### config.mk
export PLATFORM = sky130hd
export DESIGN_NAME = btmx_ram
export DESIGN_NICKNAME = d
export VERILOG_FILES = /design/src/hw/rtl/btmx_ram.sv
export SDC_FILE = /design/constraint.sdc
export NUM_CORES = 1
export LEC_CHECK = 0
export ABC_AREA = 1
export BUFFER_PORTS_ARGS = -buffer_cell sky130_fd_sc_hd__buf_2
export CORE_MARGIN = 5
export CORE_UTILIZATION = 40
export DETAILED_ROUTE_END_ITERATION = 10
export GPL_TIMING_DRIVEN = 0
export PLACE_DENSITY = 0.58
export SETUP_SLACK_MARGIN = 0.5
export SLEW_MARGIN = 20
export SYNTH_ARGS = -nofsm -noshare
export SYNTH_HDL_FRONTEND = slang
export SYNTH_SLANG_ARGS = --single-unit
### constraint.sdc
create_clock -name clk_i -period 1.4 [get_ports clk_i]
set_input_delay 0.07 -clock clk_i [delete_from_list [all_inputs] [get_ports clk_i]]
set_output_delay 0.07 -clock clk_i [all_outputs]
set_load 0.1 [all_outputs]
### src/hw/rtl/btmx_ram.sv
// Generic single-write, single-read RAM with registered read data.
// No dependencies.
module btmx_ram #(
  parameter int unsigned Width = 8,
  parameter int unsigned Depth = 16
) (
  input  logic                     clk_i,
  input  logic                     we_i,
  input  logic [$clog2(Depth)-1:0] waddr_i,
  input  logic [Width-1:0]         wdata_i,
  input  logic [$clog2(Depth)-1:0] raddr_i,
  output logic [Width-1:0]         rdata_o
);

  logic [Width-1:0] mem_q [Depth];
  logic [Width-1:0] rdata_q;

  // Write port and registered read port.
  always_ff @(posedge clk_i) begin
    if (we_i) begin
      mem_q[waddr_i] <= wdata_i;
    end
    rdata_q <= mem_q[raddr_i];
  end

  assign rdata_o = rdata_q;

endmodule

==> results.py <==
metrics = {
    "critical_path": {
        "path_delay_family": "flip-flops",
        "crit_path_cell_trace": "buf_12",
        "critical-path-max-stage-delay_ns": 0.34,
        "crit_required_ns": 1.33,
        "rr_endpoint": "rdata_o[1]",
        "r2r_start": "mem_q[15][1]",
        "worst_ep_arrival_time_ns": 0.93,
        "crit_buf_inv": 1,
        "cp-start-kind": "flip-flop",
        "endpoint_kind": "output port",
        "worst-setup-path-type": "flip-flop to output port",
        "reg2reg_depth": 6,
        "reg2reg_slack_ns": 0.45,
        "crit_slowest_cell": "dfxtp_2",
        "crit_path_max_fanout": 1,
    },
    "floorplanning": {
        "core_area_mm2": 0.0140,
        "pin_count": 26,
        "die-area_mm2": 0.0169,
        "start_util": 0.412,
        "die_height_um": 130,
        "row_count": 43,
        "dieWidth_um": 130,
    },
    "global_route": {
        "grt_pass1_vias": 3848,
        "grt-ovfl-total": 0,
        "grt_start_max_net_pins": 17,
        "grt_use_total": 0.180,
        "grt_pass1_wl_mm": 22.0,
        "antenna_found_initial": 0,
    },
    "logic_synthesis": {
        "synth_compound_area_frac": 0,
        "syn-cell-area_mm2": 0.00577,
        "ys_seq_area_frac": 0.694,
        "synth_top_area_frac": 0.667,
        "synth_area_per_cell_um2": 10.5,
        "yosys_warnings": 0,
        "yosys.area.top_type": "edfxtp_1",
        "synth_cells": 551,
        "synth_xor_area_frac": 0,
        "synth.top_cells.by_count": "173 x nand2_1, 128 x edfxtp_1, 100 x inv_1",
        "ys.flop_type": "edfxtp_1",
        "yosysMostFrequentCell": "nand2_1",
        "yosys.cell_types.count": 12,
        "synth_edf_count": 128,
        "synth_mux_area_frac": 0,
        "synthSimpleGateAreaFrac": 0.210,
        "ys_top_cells_by_area": "edfxtp_1 67%, nand2_1 11%, nand3_1 8.4%",
        "synthArstFlopShare": 0,
        "synth-seq-cells": 136,
        "synth_fa_ha_area_frac": 0,
        "synth_top_family_by_area": "simple AND/OR/NAND/NOR gates",
        "syn-num-nets": 569,
    },
    "status": {
        "status": "finished clean",
    },
    "clock_network": {
        "clk_path_buf_depth": 2,
        "clock_latency_ns": 0.42,
        "cts_inserted_buffers": 17,
        "clk_pin_slew_ns": 0.06,
        "cts_tree": "built",
        "cts.sinks": 136,
        "htreeDepth": 4,
        "hold_buffers": 0,
        "clockRootBuffer": "clkbuf_16",
    },
    "sta": {
        "setup_viol": 0,
        "hold_viol_final": 0,
        "finalMaxSlewViolations": 0,
        "clock_skew_ns": 0.00731,
        "maxSlewHeadroom": 0.628,
        "layout_setup_ws_ns": 0.399,
        "post-route-period-util": 0.715,
        "whs_ns": 0.0605,
        "worst_pin_slew_ns": 0.557,
        "finalCriticalPeriod_ns": 1.00,
        "fin_setup_tns_ns": 0,
        "rsz0062_at_grt": "yes",
        "max_freq_mhz": 999,
    },
    "place": {
        "gp_congestion": 0.854,
        "post-dp-hpwl_mm": 9.14,
        "io_buffers": 22,
        "dp_cells": 753,
        "dp_slack_ns": -0.235,
    },
    "cells_and_area": {
        "drive_above_1_share": 0.260,
        "antenna_cells": 0,
        "area_delta_synth_final_pct": 25.9,
        "nets": 612,
        "stdcell_count": 787,
    },
    "detailed_routing": {
        "wl_mm": 14.3,
        "dr_total_vias": 3893,
        "viasPerCell": 4.95,
        "drtIter0Drc": 389,
        "remaining_drc_errors": 0,
        "first_pass_iters": 5,
        "wl_per_cell_um": 18.2,
        "ant_nets": 0,
    },
    "min_path": {
        "hold_class": "input pin to flip-flop",
        "hold_depth": 1,
        "hold-path-endpoint": "mem_q[8][2]",
        "min_from": "wdata_i[2]",
    },
    "power_and_ir_drop": {
        "total_power_uw": 10700,
        "p_leak_uw": 0.00309,
        "power_density_mw_per_mm2": 1470,
        "max-vdd-ir-drop_mv": 0.840,
    },
    "job": {
        "max_cap_viol_count": 0,
    },
}
state kept, by name (all words and copies together) (netlist names):
register / count
mem_q: 128
rdata_o: 8
cell usage in the layout (no fill, tap or decap):
master / n
nand3b_1: 2
nand2_1: 162
inv_1: 99
edfxtp_1: 128
inv_2: 3
clkbuf_16: 17
dfxtp_2: 8
nor2_4: 6
clkinv_4: 1
nor2_1: 1
clkinvlp_4: 2
buf_4: 4
nand3_2: 42
clkinv_1: 1
clkinv_2: 3
nor2_2: 10
buf_12: 10
buf_6: 6
clkbuf_2: 1
bufinv_16: 7
nand3_1: 55
nand2_2: 11
clkbuf_1: 1
buf_2: 27
stage by stage:
step / instance area, um^2 / utilization
after floorplan: 5790 / -
after global placement: 6130 / 0.438
after detailed placement: 6130 / 0.438
after CTS: 7100 / 0.508
after global routing: 7260 / 0.519
final: 7260 / 0.519
power breakdown:
group,internal (uW),switching [uW],total (uW)
combinational,287,667,954
sequential,4560,37.7,4600
clock,3500,1620,5120
total,8350,2320,10700
logic make-up (layout without fill, tap and decap cells):
| kind of cell | count (synthesis) | after routing |
|---|---|---|
| and+or+nand+nor | 289 | 289 |
| DFF | 136 | 136 |
| buffers and inverters | 126 | 182 |
layer usage:
layer,GRT usage,vias up,wire length (um)
li1,-,1858,-
met1,0.247,1869,6230
met2,0.291,153,6900
met3,0.0360,13,1030
met4,0.0513,0,172
met5,0,-,0
final cells by class:
cell class | instances | area, um^2
Fill cell | 1206 | 6730
Tap cell | 180 | 225
Timing Repair Buffer | 24 | 270
Clock buffer | 18 | 429
Sequential cell | 136 | 4010
Buffer | 24 | 168
Inverter | 102 | 383
Multi-Input combinational cell | 289 | 1520
Clock inverter | 14 | 253
repair_timing:
action	4_1_cts	5_1_grt
gates resized for setup	71	32
pin swaps	23	19
setup buffers	0	2
hold endpoints to repair	0	0
setup endpoints to repair	96	72
worst max path at each step:
stage | start | to | slack (ns) | cells past startpoint
final | rdata_o[3] | rdata_o[3] | 0.40 | 1
after global routing | rdata_o[3] | rdata_o[3] | 0.37 | 1
after CTS | waddr_i[3] | mem_q[6][1] | 0.27 | 3
after floorplan | waddr_i[2] | mem_q[10][0] | 0.38 | 2
after global placement | waddr_i[2] | mem_q[9][4] | -0.22 | 3
after detailed placement | waddr_i[2] | mem_q[9][4] | -0.24 | 3
Note: power is estimated with default switching activity, not from simulation.
